<file path="src/rtl/core/tlc_pkg.sv">
// ----------------------------------------------------------------------------
// tlc_pkg
// Shared types and codes of the token lexer and classifier.
// ----------------------------------------------------------------------------
package tlc_pkg;

  localparam int unsigned DEPTH_BITS_DEF = 16;
  localparam int unsigned QUEUE_DEPTH    = 4;
  localparam int unsigned QUEUE_AW       = $clog2(QUEUE_DEPTH);
  localparam int unsigned MAX_RES        = 3;

  // result kinds
  localparam logic [1:0] KIND_BYTE  = 2'd0;
  localparam logic [1:0] KIND_END   = 2'd1;
  localparam logic [1:0] KIND_DONE  = 2'd2;
  localparam logic [1:0] KIND_ERROR = 2'd3;

  // token classes
  localparam logic [2:0] CLS_SPECIAL = 3'd0;
  localparam logic [2:0] CLS_QUOTED  = 3'd1;
  localparam logic [2:0] CLS_DEC     = 3'd2;
  localparam logic [2:0] CLS_HEX     = 3'd3;
  localparam logic [2:0] CLS_FLOAT   = 3'd4;
  localparam logic [2:0] CLS_WORD    = 3'd5;

  typedef struct packed {
    logic [1:0] kind;
    logic [6:0] data;
    logic [2:0] cls;
  } result_t;

  // all results caused by one input word
  typedef struct packed {
    logic [1:0]                cnt;
    result_t [MAX_RES-1:0]     res;
  } bundle_t;

endpackage

</file>
<file path="src/rtl/core/tlc_front.sv">
// ----------------------------------------------------------------------------
// tlc_front
// Lexer state and classification: turns one accepted input word into a
// bundle of zero to three results.
// ----------------------------------------------------------------------------
module tlc_front #(
  parameter int unsigned DEPTH_BITS = tlc_pkg::DEPTH_BITS_DEF
) (
  input  logic             clk_i,
  input  logic             rst_ni,
  input  logic             accept_i,
  input  logic [7:0]       in_byte_i,
  input  logic             at_end_i,
  output tlc_pkg::bundle_t bundle_o
);

  typedef enum logic [2:0] {
    MODE_IDLE    = 3'd0,
    MODE_COMMENT = 3'd1,
    MODE_QUOTE   = 3'd2,
    MODE_EQ      = 3'd3,
    MODE_WORD    = 3'd4
  } mode_e;

  typedef enum logic [2:0] {
    SH_START    = 3'd0,
    SH_MINUS    = 3'd1,
    SH_MANT     = 3'd2,
    SH_FRAC     = 3'd3,
    SH_EXP      = 3'd4,
    SH_EXPMINUS = 3'd5,
    SH_EXPDIG   = 3'd6,
    SH_FAIL     = 3'd7
  } shape_e;

  typedef enum logic [2:0] {
    HEX_NONE = 3'd0,
    HEX_ZERO = 3'd1,
    HEX_X    = 3'd2,
    HEX_DIG  = 3'd3,
    HEX_DEAD = 3'd4
  } hex_e;

  typedef struct packed {
    shape_e shape;
    logic   digit_seen;
    logic   int_ok;
    logic   hex_ok;
    logic   float_ok;
    hex_e   hex_phase;
  } word_t;

  localparam logic [6:0] CH_PCT   = 7'h25;
  localparam logic [6:0] CH_BTICK = 7'h60;
  localparam logic [6:0] CH_APOS  = 7'h27;
  localparam logic [6:0] CH_EQ    = 7'h3D;
  localparam logic [6:0] CH_BANG  = 7'h21;
  localparam logic [6:0] CH_MINUS = 7'h2D;
  localparam logic [6:0] CH_DOT   = 7'h2E;
  localparam logic [6:0] CH_E_UP  = 7'h45;
  localparam logic [6:0] CH_E_LO  = 7'h65;
  localparam logic [6:0] CH_X_UP  = 7'h58;
  localparam logic [6:0] CH_X_LO  = 7'h78;
  localparam logic [6:0] CH_ZERO  = 7'h30;
  localparam logic [6:0] CH_NINE  = 7'h39;
  localparam logic [6:0] CH_LF    = 7'h0A;

  localparam word_t WORD_START = '{shape: SH_START, digit_seen: 1'b0, int_ok: 1'b1,
                                   hex_ok: 1'b0, float_ok: 1'b0, hex_phase: HEX_NONE};

  function automatic logic is_space(logic [6:0] c);
    return (c == 7'h20) || (c >= 7'h09 && c <= 7'h0D);
  endfunction

  function automatic logic is_special(logic [6:0] c);
    return (c == 7'h22) || (c == CH_BTICK) || (c == 7'h2C) || (c == 7'h28) ||
           (c == 7'h29) || (c == 7'h5B) || (c == 7'h5D) || (c == 7'h7B) ||
           (c == 7'h7D) || (c == CH_EQ) || (c == 7'h40);
  endfunction

  function automatic logic is_digit(logic [6:0] c);
    return (c >= CH_ZERO) && (c <= CH_NINE);
  endfunction

  function automatic logic is_xdigit(logic [6:0] c);
    return is_digit(c) || (c >= 7'h61 && c <= 7'h66) || (c >= 7'h41 && c <= 7'h46);
  endfunction

  function automatic word_t word_feed(word_t w, logic [6:0] c);
    word_t r;
    logic  first;
    logic  dig;
    logic  e;
    r     = w;
    first = (w.shape == SH_START);
    dig   = is_digit(c);
    e     = (c == CH_E_UP) || (c == CH_E_LO);

    // a leading minus leaves the integer flags alone
    if (!(first && c == CH_MINUS)) begin
      if (dig) begin
        r.digit_seen = 1'b1;
      end else begin
        r.int_ok = 1'b0;
      end
    end

    unique case (w.hex_phase)
      HEX_NONE: r.hex_phase = (c == CH_ZERO) ? HEX_ZERO : HEX_DEAD;
      HEX_ZERO: r.hex_phase = (c == CH_X_UP || c == CH_X_LO) ? HEX_X : HEX_DEAD;
      HEX_X, HEX_DIG: r.hex_phase = is_xdigit(c) ? HEX_DIG : HEX_DEAD;
      default: r.hex_phase = w.hex_phase;
    endcase
    r.hex_ok = (r.hex_phase == HEX_DIG);

    unique case (w.shape)
      SH_START, SH_MINUS, SH_MANT: begin
        if (w.shape == SH_START && c == CH_MINUS) r.shape = SH_MINUS;
        else if (dig)                             r.shape = SH_MANT;
        else if (c == CH_DOT)                     r.shape = SH_FRAC;
        else if (e)                               r.shape = SH_EXP;
        else                                      r.shape = SH_FAIL;
      end
      SH_FRAC:  r.shape = dig ? SH_FRAC : (e ? SH_EXP : SH_FAIL);
      SH_EXP:   r.shape = (c == CH_MINUS) ? SH_EXPMINUS : (dig ? SH_EXPDIG : SH_FAIL);
      SH_EXPMINUS, SH_EXPDIG: r.shape = dig ? SH_EXPDIG : SH_FAIL;
      default:  r.shape = SH_FAIL;
    endcase
    r.float_ok = (r.shape == SH_MANT) || (r.shape == SH_FRAC) || (r.shape == SH_EXPDIG);
    return r;
  endfunction

  function automatic logic [2:0] word_class(word_t w);
    if (w.hex_ok) return tlc_pkg::CLS_HEX;
    if (w.int_ok && w.digit_seen) return tlc_pkg::CLS_DEC;
    if (w.float_ok) return tlc_pkg::CLS_FLOAT;
    return tlc_pkg::CLS_WORD;
  endfunction

  mode_e                 mode_q, mode_d;
  logic [DEPTH_BITS-1:0] depth_q, depth_d;
  word_t                 word_q, word_d;

  logic                  is_end;
  logic [6:0]            c;
  logic                  do_idle;
  logic [1:0]            n;
  tlc_pkg::result_t [tlc_pkg::MAX_RES-1:0] res;

  assign is_end = at_end_i || in_byte_i[7];
  assign c      = in_byte_i[6:0];

  always_comb begin
    mode_d  = mode_q;
    depth_d = depth_q;
    word_d  = word_q;
    do_idle = 1'b0;
    n       = '0;
    res     = '0;

    unique case (mode_q)
      MODE_COMMENT: begin
        if (is_end) begin
          res[n] = '{kind: tlc_pkg::KIND_DONE, data: 7'd0, cls: 3'd0};
          n      = n + 2'd1;
          mode_d = MODE_IDLE;
        end else if (c == CH_LF) begin
          mode_d = MODE_IDLE;
        end
      end
      MODE_QUOTE: begin
        if (is_end) begin
          res[n]  = '{kind: tlc_pkg::KIND_ERROR, data: 7'd0, cls: 3'd0};
          n       = n + 2'd1;
          depth_d = '0;
          mode_d  = MODE_IDLE;
        end else begin
          // depth saturates on open, wraps on close
          if (c == CH_BTICK && depth_q != '1) depth_d = depth_q + 1'b1;
          if (c == CH_APOS) depth_d = depth_q - 1'b1;
          res[n] = '{kind: tlc_pkg::KIND_BYTE, data: c, cls: 3'd0};
          n      = n + 2'd1;
          if (c == CH_APOS && depth_d == '0) begin
            res[n] = '{kind: tlc_pkg::KIND_END, data: 7'd0, cls: tlc_pkg::CLS_QUOTED};
            n      = n + 2'd1;
            mode_d = MODE_IDLE;
          end
        end
      end
      MODE_EQ: begin
        if (is_end) begin
          res[n] = '{kind: tlc_pkg::KIND_END, data: 7'd0, cls: tlc_pkg::CLS_SPECIAL};
          n      = n + 2'd1;
          res[n] = '{kind: tlc_pkg::KIND_DONE, data: 7'd0, cls: 3'd0};
          n      = n + 2'd1;
          mode_d = MODE_IDLE;
        end else if (c == CH_BANG) begin
          res[n] = '{kind: tlc_pkg::KIND_BYTE, data: c, cls: 3'd0};
          n      = n + 2'd1;
          res[n] = '{kind: tlc_pkg::KIND_END, data: 7'd0, cls: tlc_pkg::CLS_SPECIAL};
          n      = n + 2'd1;
          mode_d = MODE_IDLE;
        end else begin
          res[n]  = '{kind: tlc_pkg::KIND_END, data: 7'd0, cls: tlc_pkg::CLS_SPECIAL};
          n       = n + 2'd1;
          do_idle = 1'b1;
        end
      end
      MODE_WORD: begin
        if (is_end) begin
          res[n] = '{kind: tlc_pkg::KIND_END, data: 7'd0, cls: word_class(word_q)};
          n      = n + 2'd1;
          res[n] = '{kind: tlc_pkg::KIND_DONE, data: 7'd0, cls: 3'd0};
          n      = n + 2'd1;
          mode_d = MODE_IDLE;
        end else if (is_space(c)) begin
          res[n] = '{kind: tlc_pkg::KIND_END, data: 7'd0, cls: word_class(word_q)};
          n      = n + 2'd1;
          mode_d = MODE_IDLE;
        end else if (is_special(c)) begin
          res[n]  = '{kind: tlc_pkg::KIND_END, data: 7'd0, cls: word_class(word_q)};
          n       = n + 2'd1;
          do_idle = 1'b1;
        end else begin
          word_d = word_feed(word_q, c);
          res[n] = '{kind: tlc_pkg::KIND_BYTE, data: c, cls: 3'd0};
          n      = n + 2'd1;
        end
      end
      default: begin
        mode_d = MODE_IDLE;
        if (is_end) begin
          res[n] = '{kind: tlc_pkg::KIND_DONE, data: 7'd0, cls: 3'd0};
          n      = n + 2'd1;
        end else begin
          do_idle = 1'b1;
        end
      end
    endcase

    // byte handled as at the start of a token
    if (do_idle) begin
      mode_d = MODE_IDLE;
      if (is_space(c)) begin
        mode_d = MODE_IDLE;
      end else if (c == CH_PCT) begin
        mode_d = MODE_COMMENT;
      end else if (c == CH_BTICK) begin
        res[n]  = '{kind: tlc_pkg::KIND_BYTE, data: c, cls: 3'd0};
        n       = n + 2'd1;
        depth_d = {{(DEPTH_BITS-1){1'b0}}, 1'b1};
        mode_d  = MODE_QUOTE;
      end else if (c == CH_EQ) begin
        res[n] = '{kind: tlc_pkg::KIND_BYTE, data: c, cls: 3'd0};
        n      = n + 2'd1;
        mode_d = MODE_EQ;
      end else if (is_special(c)) begin
        res[n] = '{kind: tlc_pkg::KIND_BYTE, data: c, cls: 3'd0};
        n      = n + 2'd1;
        res[n] = '{kind: tlc_pkg::KIND_END, data: 7'd0, cls: tlc_pkg::CLS_SPECIAL};
        n      = n + 2'd1;
      end else begin
        word_d = word_feed(WORD_START, c);
        res[n] = '{kind: tlc_pkg::KIND_BYTE, data: c, cls: 3'd0};
        n      = n + 2'd1;
        mode_d = MODE_WORD;
      end
    end
  end

  assign bundle_o.cnt = n;
  assign bundle_o.res = res;

  always_ff @(posedge clk_i or negedge rst_ni) begin
    if (!rst_ni) begin
      mode_q  <= MODE_IDLE;
      depth_q <= '0;
      word_q  <= WORD_START;
    end else if (accept_i) begin
      mode_q  <= mode_d;
      depth_q <= depth_d;
      word_q  <= word_d;
    end
  end

endmodule

</file>
<file path="src/rtl/core/tlc_queue.sv">
// ----------------------------------------------------------------------------
// tlc_queue
// Short queue of result bundles between the lexer and the output side.
// ----------------------------------------------------------------------------
module tlc_queue (
  input  logic             clk_i,
  input  logic             rst_ni,
  input  logic             wr_i,
  input  tlc_pkg::bundle_t wr_data_i,
  input  logic             rd_i,
  output tlc_pkg::bundle_t rd_data_o,
  output logic             empty_o,
  output logic             full_o
);

  localparam int unsigned AW = tlc_pkg::QUEUE_AW;
  localparam int unsigned CW = $clog2(tlc_pkg::QUEUE_DEPTH + 1);

  tlc_pkg::bundle_t mem_q [tlc_pkg::QUEUE_DEPTH];
  logic [AW-1:0]    wr_ptr_q, rd_ptr_q;
  logic [CW-1:0]    count_q;
  logic             do_wr, do_rd;

  assign empty_o   = (count_q == '0);
  assign full_o    = (count_q == CW'(tlc_pkg::QUEUE_DEPTH));
  assign do_wr     = wr_i && !full_o;
  assign do_rd     = rd_i && !empty_o;
  assign rd_data_o = mem_q[rd_ptr_q];

  always_ff @(posedge clk_i) begin
    if (do_wr) begin
      mem_q[wr_ptr_q] <= wr_data_i;
    end
  end

  always_ff @(posedge clk_i or negedge rst_ni) begin
    if (!rst_ni) begin
      wr_ptr_q <= '0;
      rd_ptr_q <= '0;
      count_q  <= '0;
    end else begin
      if (do_wr) wr_ptr_q <= AW'(wr_ptr_q + 1'b1);
      if (do_rd) rd_ptr_q <= AW'(rd_ptr_q + 1'b1);
      unique case ({do_wr, do_rd})
        2'b10:   count_q <= count_q + 1'b1;
        2'b01:   count_q <= count_q - 1'b1;
        default: count_q <= count_q;
      endcase
    end
  end

endmodule

</file>
<file path="src/rtl/core/tlc_back.sv">
// ----------------------------------------------------------------------------
// tlc_back
// Output side: walks the results of the oldest bundle one per pop.
// ----------------------------------------------------------------------------
module tlc_back (
  input  logic             clk_i,
  input  logic             rst_ni,
  input  tlc_pkg::bundle_t head_i,
  input  logic             head_valid_i,
  output logic             head_done_o,
  output logic             empty_o,
  input  logic             pop_i,
  output logic [1:0]       kind_o,
  output logic [6:0]       out_byte_o,
  output logic [2:0]       token_class_o,
  output logic             last_of_step_o
);

  logic [1:0]        idx_q;
  tlc_pkg::result_t  cur;
  logic              is_last;
  logic              take;

  assign cur            = head_i.res[idx_q];
  assign is_last        = (idx_q == head_i.cnt - 2'd1);
  assign empty_o        = !head_valid_i;
  assign take           = pop_i && head_valid_i;
  assign head_done_o    = take && is_last;
  assign kind_o         = cur.kind;
  assign out_byte_o     = cur.data;
  assign token_class_o  = cur.cls;
  assign last_of_step_o = is_last;

  always_ff @(posedge clk_i or negedge rst_ni) begin
    if (!rst_ni) begin
      idx_q <= '0;
    end else if (take) begin
      idx_q <= is_last ? 2'd0 : idx_q + 2'd1;
    end
  end

endmodule

</file>
<file path="src/rtl/core/token_lexer_classifier_unit.sv">
// ----------------------------------------------------------------------------
// token_lexer_classifier_unit
// Byte-stream lexer that emits token bytes and classed token ends.
// ----------------------------------------------------------------------------
// Input side is a queue write port: drive in_byte_i/at_end_i with push; a
// word is taken on a clock edge with push high and full low. Output side is
// a queue read port: while empty is low the oldest result sits on kind_o,
// out_byte_o, token_class_o and last_of_step_o, and pop takes it.
// Each input word is classified in the cycle it is taken; its results (zero
// to three) go into a four-entry bundle queue and, when the queue is empty,
// show at the output from the next cycle.
// Throughput: one input word per cycle while full is low; the output drains
// one result per cycle while pop is high, so words with two or three results
// hold the input side once the bundle queue fills. Words with no result
// (whitespace, comment bytes) never use the queue, but also wait on full.
// Reset clears the lexer to idle between tokens and empties the queue.
// When the receiver stops popping, results wait in the queue and full rises
// after four pending bundles; the lexer state holds until push is taken.
// ----------------------------------------------------------------------------
module token_lexer_classifier_unit #(
  parameter int unsigned DEPTH_BITS = tlc_pkg::DEPTH_BITS_DEF
) (
  input  logic       clk_i,
  input  logic       rst_ni,
  input  logic       push,
  output logic       full,
  input  logic [7:0] in_byte_i,
  input  logic       at_end_i,
  output logic       empty,
  input  logic       pop,
  output logic [1:0] kind_o,
  output logic [6:0] out_byte_o,
  output logic [2:0] token_class_o,
  output logic       last_of_step_o
);

  tlc_pkg::bundle_t bundle;
  tlc_pkg::bundle_t head;
  logic             accept;
  logic             q_empty;
  logic             q_full;
  logic             head_done;

  assign full   = q_full;
  assign accept = push && !q_full;

  tlc_front #(
    .DEPTH_BITS(DEPTH_BITS)
  ) u_front (
    .clk_i     (clk_i),
    .rst_ni    (rst_ni),
    .accept_i  (accept),
    .in_byte_i (in_byte_i),
    .at_end_i  (at_end_i),
    .bundle_o  (bundle)
  );

  // bundles with no result are dropped here
  tlc_queue u_queue (
    .clk_i     (clk_i),
    .rst_ni    (rst_ni),
    .wr_i      (accept && (bundle.cnt != 2'd0)),
    .wr_data_i (bundle),
    .rd_i      (head_done),
    .rd_data_o (head),
    .empty_o   (q_empty),
    .full_o    (q_full)
  );

  tlc_back u_back (
    .clk_i          (clk_i),
    .rst_ni         (rst_ni),
    .head_i         (head),
    .head_valid_i   (!q_empty),
    .head_done_o    (head_done),
    .empty_o        (empty),
    .pop_i          (pop),
    .kind_o         (kind_o),
    .out_byte_o     (out_byte_o),
    .token_class_o  (token_class_o),
    .last_of_step_o (last_of_step_o)
  );

endmodule

</file>
<file path="config.mk">
export PLATFORM = sky130hd
export DESIGN_NAME = token_lexer_classifier_unit
export DESIGN_NICKNAME = d
export VERILOG_FILES = /design/src/rtl/core/tlc_pkg.sv /design/src/rtl/core/tlc_front.sv /design/src/rtl/core/tlc_queue.sv /design/src/rtl/core/tlc_back.sv /design/src/rtl/core/token_lexer_classifier_unit.sv
export SDC_FILE = /design/constraint.sdc
export NUM_CORES = 1
export LEC_CHECK = 0
export BUFFER_PORTS_ARGS = -buffer_cell sky130_fd_sc_hd__buf_2
export CORE_MARGIN = 1.5
export CORE_UTILIZATION = 57
export CTS_BUF_LIST = sky130_fd_sc_hd__clkbuf_8
export DETAILED_ROUTE_END_ITERATION = 8
export GPL_ROUTABILITY_DRIVEN = 0
export PLACE_DENSITY = 0.85
export SYNTH_ARGS = -nofsm -noshare
export SYNTH_HDL_FRONTEND = slang
export SYNTH_SLANG_ARGS = --single-unit
export TNS_END_PERCENT = 20
</file>
<file path="constraint.sdc">
create_clock -name clk_i -period 5.6 [get_ports clk_i]
set_input_delay 0.28 -clock clk_i [delete_from_list [all_inputs] [get_ports clk_i]]
set_output_delay 0.28 -clock clk_i [all_outputs]
set_load 0.01 [all_outputs]
</file>
==> results.ini, run 1 <==
[layout]
nets = 750
mostFrequentLayoutCell = edfxtp_1
antennaDiodeCount = 0
final_cell_mix = edfxtp_1, nand2_1, o21ai_0
finalInstanceArea_um2 = 9444
syn_to_final_growth_pct = 7.445
fillCellCount = 1091
layout-drive-gt1-share = 0.1940

[floorplanning]
rows = 45
initial_core_util = 0.5803
core-area_um2 = 15150
pin_count = 28
dieArea_um2 = 16170
die_y_um = 127.2
floorplan.die.width_um = 127.2

[cts]
clock_latency_ps = 460
post-cts-setup-buffers = 0
h-tree-depth = 4
cts_made_buffers = 17
clock-root-buffer = clkbuf_8
cts_tree = yes
cts_buffer_depth = 2
path_clk_slew_ps = 90
clock-sinks = 166

[yosys]
synth_fp_nets = 737
syn_inst = 711
synthDistinctLibCells = 89
synth_ff_type = edfxtp_1
async_reset_ff_frac = 0.2289
syn_avg_cell_area_um2 = 12.36
synth-seq-cells = 166
synth_edf_count = 128
syn_area_um2 = 8790
synth_warnings = 0
synth-seq-area-share = 0.5456

[setup_path]
critPathKind = reg2reg
cp.arrival_ps = 5610
cp_max_fo = 8
cp-end-kind = flip-flop
start_kind = flip-flop
cp.required_ps = 5970

[pwr]
p_per_area_nw_per_um2 = 401.1
peakVddDrop_uv = 166.3
p_leak_uw = 0.003371

[detailed_routing]
ant_nets = 0
drtIter0Drc = 528
drtPass1Iterations = 5
wirelength_um = 19520
wire_per_inst_um = 21.10
drc = 0
vias_per_cell = 6.622
vias = 6125

[outcome]
status = completed

[sta]
finalSetupViolCount = 0
max_freq_mhz = 190.8
min_period_ps = 5241
finalHoldViolations = 0
slew_headroom = 0.3971
period_share = 0.9359
rsz0062_at_grt = no
drv_slew = 0
tns_ps = 0
worst_pin_slew_ps = 904.4
fin_worst_skew_ps = 16.75

[global_routing]
grt_first_pass_wirelength_um = 31770
grt_max_degree = 39
grt_pass1_vias = 6067
grt-ovfl-total = 0
gr-usage-all-layers = 0.2547
antenna_found_initial = 0

[worst_hold_path]
min_path_type = in2reg

[placement]
dpl_cell_area_um2 = 8994
port_buffers = 27
dp_hpwl_um = 13300

[run]
maxCapViolations = 0

sequential cells by signal, indices dropped and copies added (netlist names):
register,cells
u_queue.wr_ptr_q,2
u_front.mode_q,3
u_back.idx_q,2
u_queue.rd_ptr_q,2
u_queue.mem_q,128
u_front.word_q,10
u_front.depth_q,16
u_queue.count_q,3
cell usage after synthesis, drive strengths merged (13+ instances only):
library cell  count  area, um^2
dfrtp            37       925.9
o21ai            44       224.0
and2             28       176.4
nor3             20       105.1
a21oi            34       170.2
nand2            58       217.7
edfxtp          128        3844
nor2             42       175.2
nand4            13       126.4
mux4             32       720.7
buf              16       106.4
inv              32       120.1
clkbuf           25       113.9
critical path, stage by stage, from the launching register on:
cell and delay (ps):
dfrtp_1 470, ha_2 290, nand4_4 170, or4_1 620, a32oi_2 310, o221ai_2 150, a2111oi_4 400, nand2_1 150
o21ai_4 270, inv_1 140, ha_1 240, nor2_1 150, nand2_1 100, a21oi_1 180, o21a_1 180, a211oi_4 100
inv_1 90, ha_1 180, inv_1 70, fa_1 430, xor2_1 150, nor2_1 140, xor2_1 170
path summary, 6_finish.rpt:
path,startpoint,endpoint,slack (ps),cells after the start
max,u_front.depth_q[0],u_queue.count_q[2],360,22
min,pop,u_back.idx_q[0],160,4
max reg2reg,u_front.depth_q[0],u_queue.count_q[2],360,22
min reg2reg,u_front.word_q[5],u_front.word_q[5],500,2
max in group asynchronous,rst_ni,u_queue.rd_ptr_q[0],4480,2
min in group asynchronous,rst_ni,u_front.depth_q[1],490,2
metrics by stage:
step	std cells	setup WS [ps]	utilization	total power (uW)	hold WS [ps]
2_1_floorplan	711	826.9	-	2584	-15.59
3_3_place_gp	892	581.0	0.5938	2888	441.0
3_5_place_dp	892	182.4	0.5938	2947	456.4
4_1_cts	925	210.2	0.6209	3809	149.0
5_1_grt	925	31.30	0.6235	3978	221.2
6_report	925	358.8	0.6235	3788	155.9
per-layer routing:
layer	global-route usage	share of wire	up-vias
met3	0.04899	0.076	62
met5	0	0	-
li1	-	-	2752
met4	0.1049	0.028	0
met2	0.4268	0.50	331
met1	0.3295	0.40	2980
cell families (layout without fill, tap and decap cells):
| family | count (synthesis) | in the layout | share of synthesized area |
|---|---|---|---|
| simple gates | 246 | 246 | 0.1647 |
| flops | 166 | 166 | 0.5456 |
| compound gates | 154 | 154 | 0.1200 |
| buf+inv | 73 | 99 | 0.03872 |
| mux | 46 | 46 | 0.09865 |
| fa+ha+maj | 13 | 13 | 0.01936 |
| xor+xnor | 13 | 13 | 0.01295 |
cell type report:
class                           instances  area, um^2  share of cell area
Sequential cell                       166        4797              0.5079
Inverter                               32       120.1             0.01272
Clock buffer                           17       234.0             0.02477
Clock inverter                         15       166.4             0.01762
Timing Repair Buffer                   35       197.7             0.02093
Multi-Input combinational cell        472        3694              0.3911
Tap cell                              188       235.2             0.02491
power breakdown:
part           switching [uW]  internal, uW  total (uW)  leakage, uW
sequential                190          1580        1770      0.00168
combinational             616           531        1150      0.00149
clock                     462           407         870     0.000204
total                    1270          2520        3790      0.00337
repair_timing:
action	in CTS	in global routing
endpoints found under the setup margin	0	2
hold buffers	1	0
gates resized for setup	0	7
endpoints found under the hold margin	37	0
No activity file was read; power rests on OpenSTA's default activity.
==> run 2: changes to the inputs <==
Settings changed: CAP_MARGIN from default to 10, CORE_UTILIZATION 57 to 30, PLACE_DENSITY 0.85 to 0.55.
==> run 2 against run 1 <==
Flip-flop and latch count stayed put. Cell count is 22% higher. Largest power group unchanged. Count of clock-buffer cells in the layout stayed put. Worst hold slack better by 62 ps. Global-route usage is 11 points lower. Die area is 88% higher. Utilization is 29 points lower. Wire length is 8.0% higher.
==> results.ini, run 2 (same netlist as run 1, synthesis figures left out) <==
[detailed_routing]
wirelength_um = 21070
drtPass1Iterations = 5
vias = 5879
ant_nets = 0
drc = 0
vias_per_cell = 5.226
wire_per_inst_um = 18.73
drtIter0Drc = 502

[sta]
rsz0062_at_grt = no
min_period_ps = 5097
period_share = 0.9102
tns_ps = 0
fin_worst_skew_ps = 20.14
finalSetupViolCount = 0
slew_headroom = 0.3681
worst_pin_slew_ps = 947.9
max_freq_mhz = 196.2
drv_slew = 0
finalHoldViolations = 0

[cts]
cts_tree = yes
cts_buffer_depth = 2
clock-sinks = 166
clock_latency_ps = 460
post-cts-setup-buffers = 0
clock-root-buffer = clkbuf_8
h-tree-depth = 4
path_clk_slew_ps = 90
cts_made_buffers = 17

[layout]
regMostFlops = u_queue.mem_q
nets = 754
largest_reg_flops = 128
final_cell_mix = edfxtp_1, nand2_1, o21ai_0
mostFrequentLayoutCell = edfxtp_1
syn_to_final_growth_pct = 10.52
fillCellCount = 2838
antennaDiodeCount = 0
layout-drive-gt1-share = 0.1970
reg_top3 = u_queue.mem_q: 128 flops, u_front.depth_q: 16 flops, u_front.word_q: 10 flops

[setup_path]
crit_buf_inv = 3
path_cells = ha_1 -> nand4_4 -> or4_1 -> a32oi_1 -> o221ai_2 -> a2111oi_4 -> nand2_1 -> o21ai_2 -> inv_1 -> ha_1 -> nor2_1 -> nand2_1 -> a21oi_1 -> o21a_1 -> a211oi_4 -> inv_1 -> ha_1 -> inv_1 -> fa_1 -> xor2_1 -> nor2_1 -> xor2_1
cp.required_ps = 5980
cp_max_fo = 8
critical-path-top-delay-family = compound AO/OA/AOI/OAI gates
critPathKind = reg2reg
start_kind = flip-flop
cp_slowest_cell = or4_1
cp-end-kind = flip-flop
cp.arrival_ps = 5480
max_stage_delay_ps = 580

[worst_hold_path]
min_path_type = in2reg

[floorplanning]
core-area_um2 = 28780
rows = 62
pin_count = 28
initial_core_util = 0.3054
dieArea_um2 = 30340
floorplan.die.width_um = 174.2
die_y_um = 174.2

[global_routing]
grt_use_met2 = 0.2340
use_met3 = 0.03128
grt_max_degree = 39
grt_pass1_vias = 5829
grt_first_pass_wirelength_um = 33350
gr-usage-all-layers = 0.1425
busiest_layer = met2
grt-ovfl-total = 0
use_met1 = 0.1898
antenna_found_initial = 1

[placement]
port_buffers = 27
dp_hpwl_um = 14380

[run]
maxCapViolations = 0

[pwr]
peakVddDrop_uv = 163.8
p_leak_uw = 0.003376
totalPowerFinal_uw = 3787
p_per_area_nw_per_um2 = 389.8

[outcome]
status = completed

-- run 2: changes by cell type in the layout (fill, tap and decap cells not counted), sizes merged --
cell      previous run  this run
bufinv               2         1
clkinv               2         4
buf                 34        38
clkinvlp             2         1
-- run 2: repair_timing --
action                                  CTS  global route
resized for setup                         0             2
endpoints found under the setup margin    0             1
endpoints found under the hold margin    34             0
hold buffers                              1             0
-- run 2: tightest hold or removal path, cell delays in order --
cell and delay [ps]:
buf_2 80, nand2b_1 100, nand2_1 80, o21ai_0 80
-- run 2: where the power goes --
group	switching, uW	internal [uW]
sequential	171	1580
clock	472	363
combinational	653	548
-- run 2: per-layer routing --
layer  vias to the layer above  wire length (um)
li1                       2758                 -
met5                         -                 7
met4                         2               425
met1                      2963              9585
met3                        31               850
met2                       125             10200
-- run 2: final timing paths --
check | from | end | slack (ps) | cells after the start
max | u_front.depth_q[0] | u_queue.count_q[2] | 500 | 22
min | pop | u_back.idx_q[0] | 220 | 4
max reg2reg | u_front.depth_q[0] | u_queue.count_q[2] | 500 | 22
min reg2reg | u_queue.count_q[2] | u_queue.count_q[2] | 490 | 1
max in group asynchronous | rst_ni | u_queue.rd_ptr_q[0] | 4450 | 2
min in group asynchronous | rst_ni | u_front.word_q[8] | 510 | 2
-- run 2: cell type report --
type	count	area [um^2]	area share
Sequential cell	166	4797	0.4938
Multi-Input combinational cell	472	3664	0.3771
Tap cell	384	480.5	0.04946
Timing Repair Buffer	39	277.8	0.02859
Clock buffer	17	234.0	0.02409
Clock inverter	15	141.4	0.01455
Inverter	32	120.1	0.01236
-- run 2: metrics by stage --
step                  util  std cells  cell area [um^2]  setup WS, ps  hold slack (ps)
CTS                 0.3372       1125              9706         393.5            211.2
finish              0.3375       1125              9714         502.9            217.8
global placement    0.3238       1092              9320         400.0            474.8
floorplan                -        711              8790         826.9           -15.59
global route        0.3375       1125              9714         88.10            206.9
detailed placement  0.3238       1092              9320         346.2            480.4
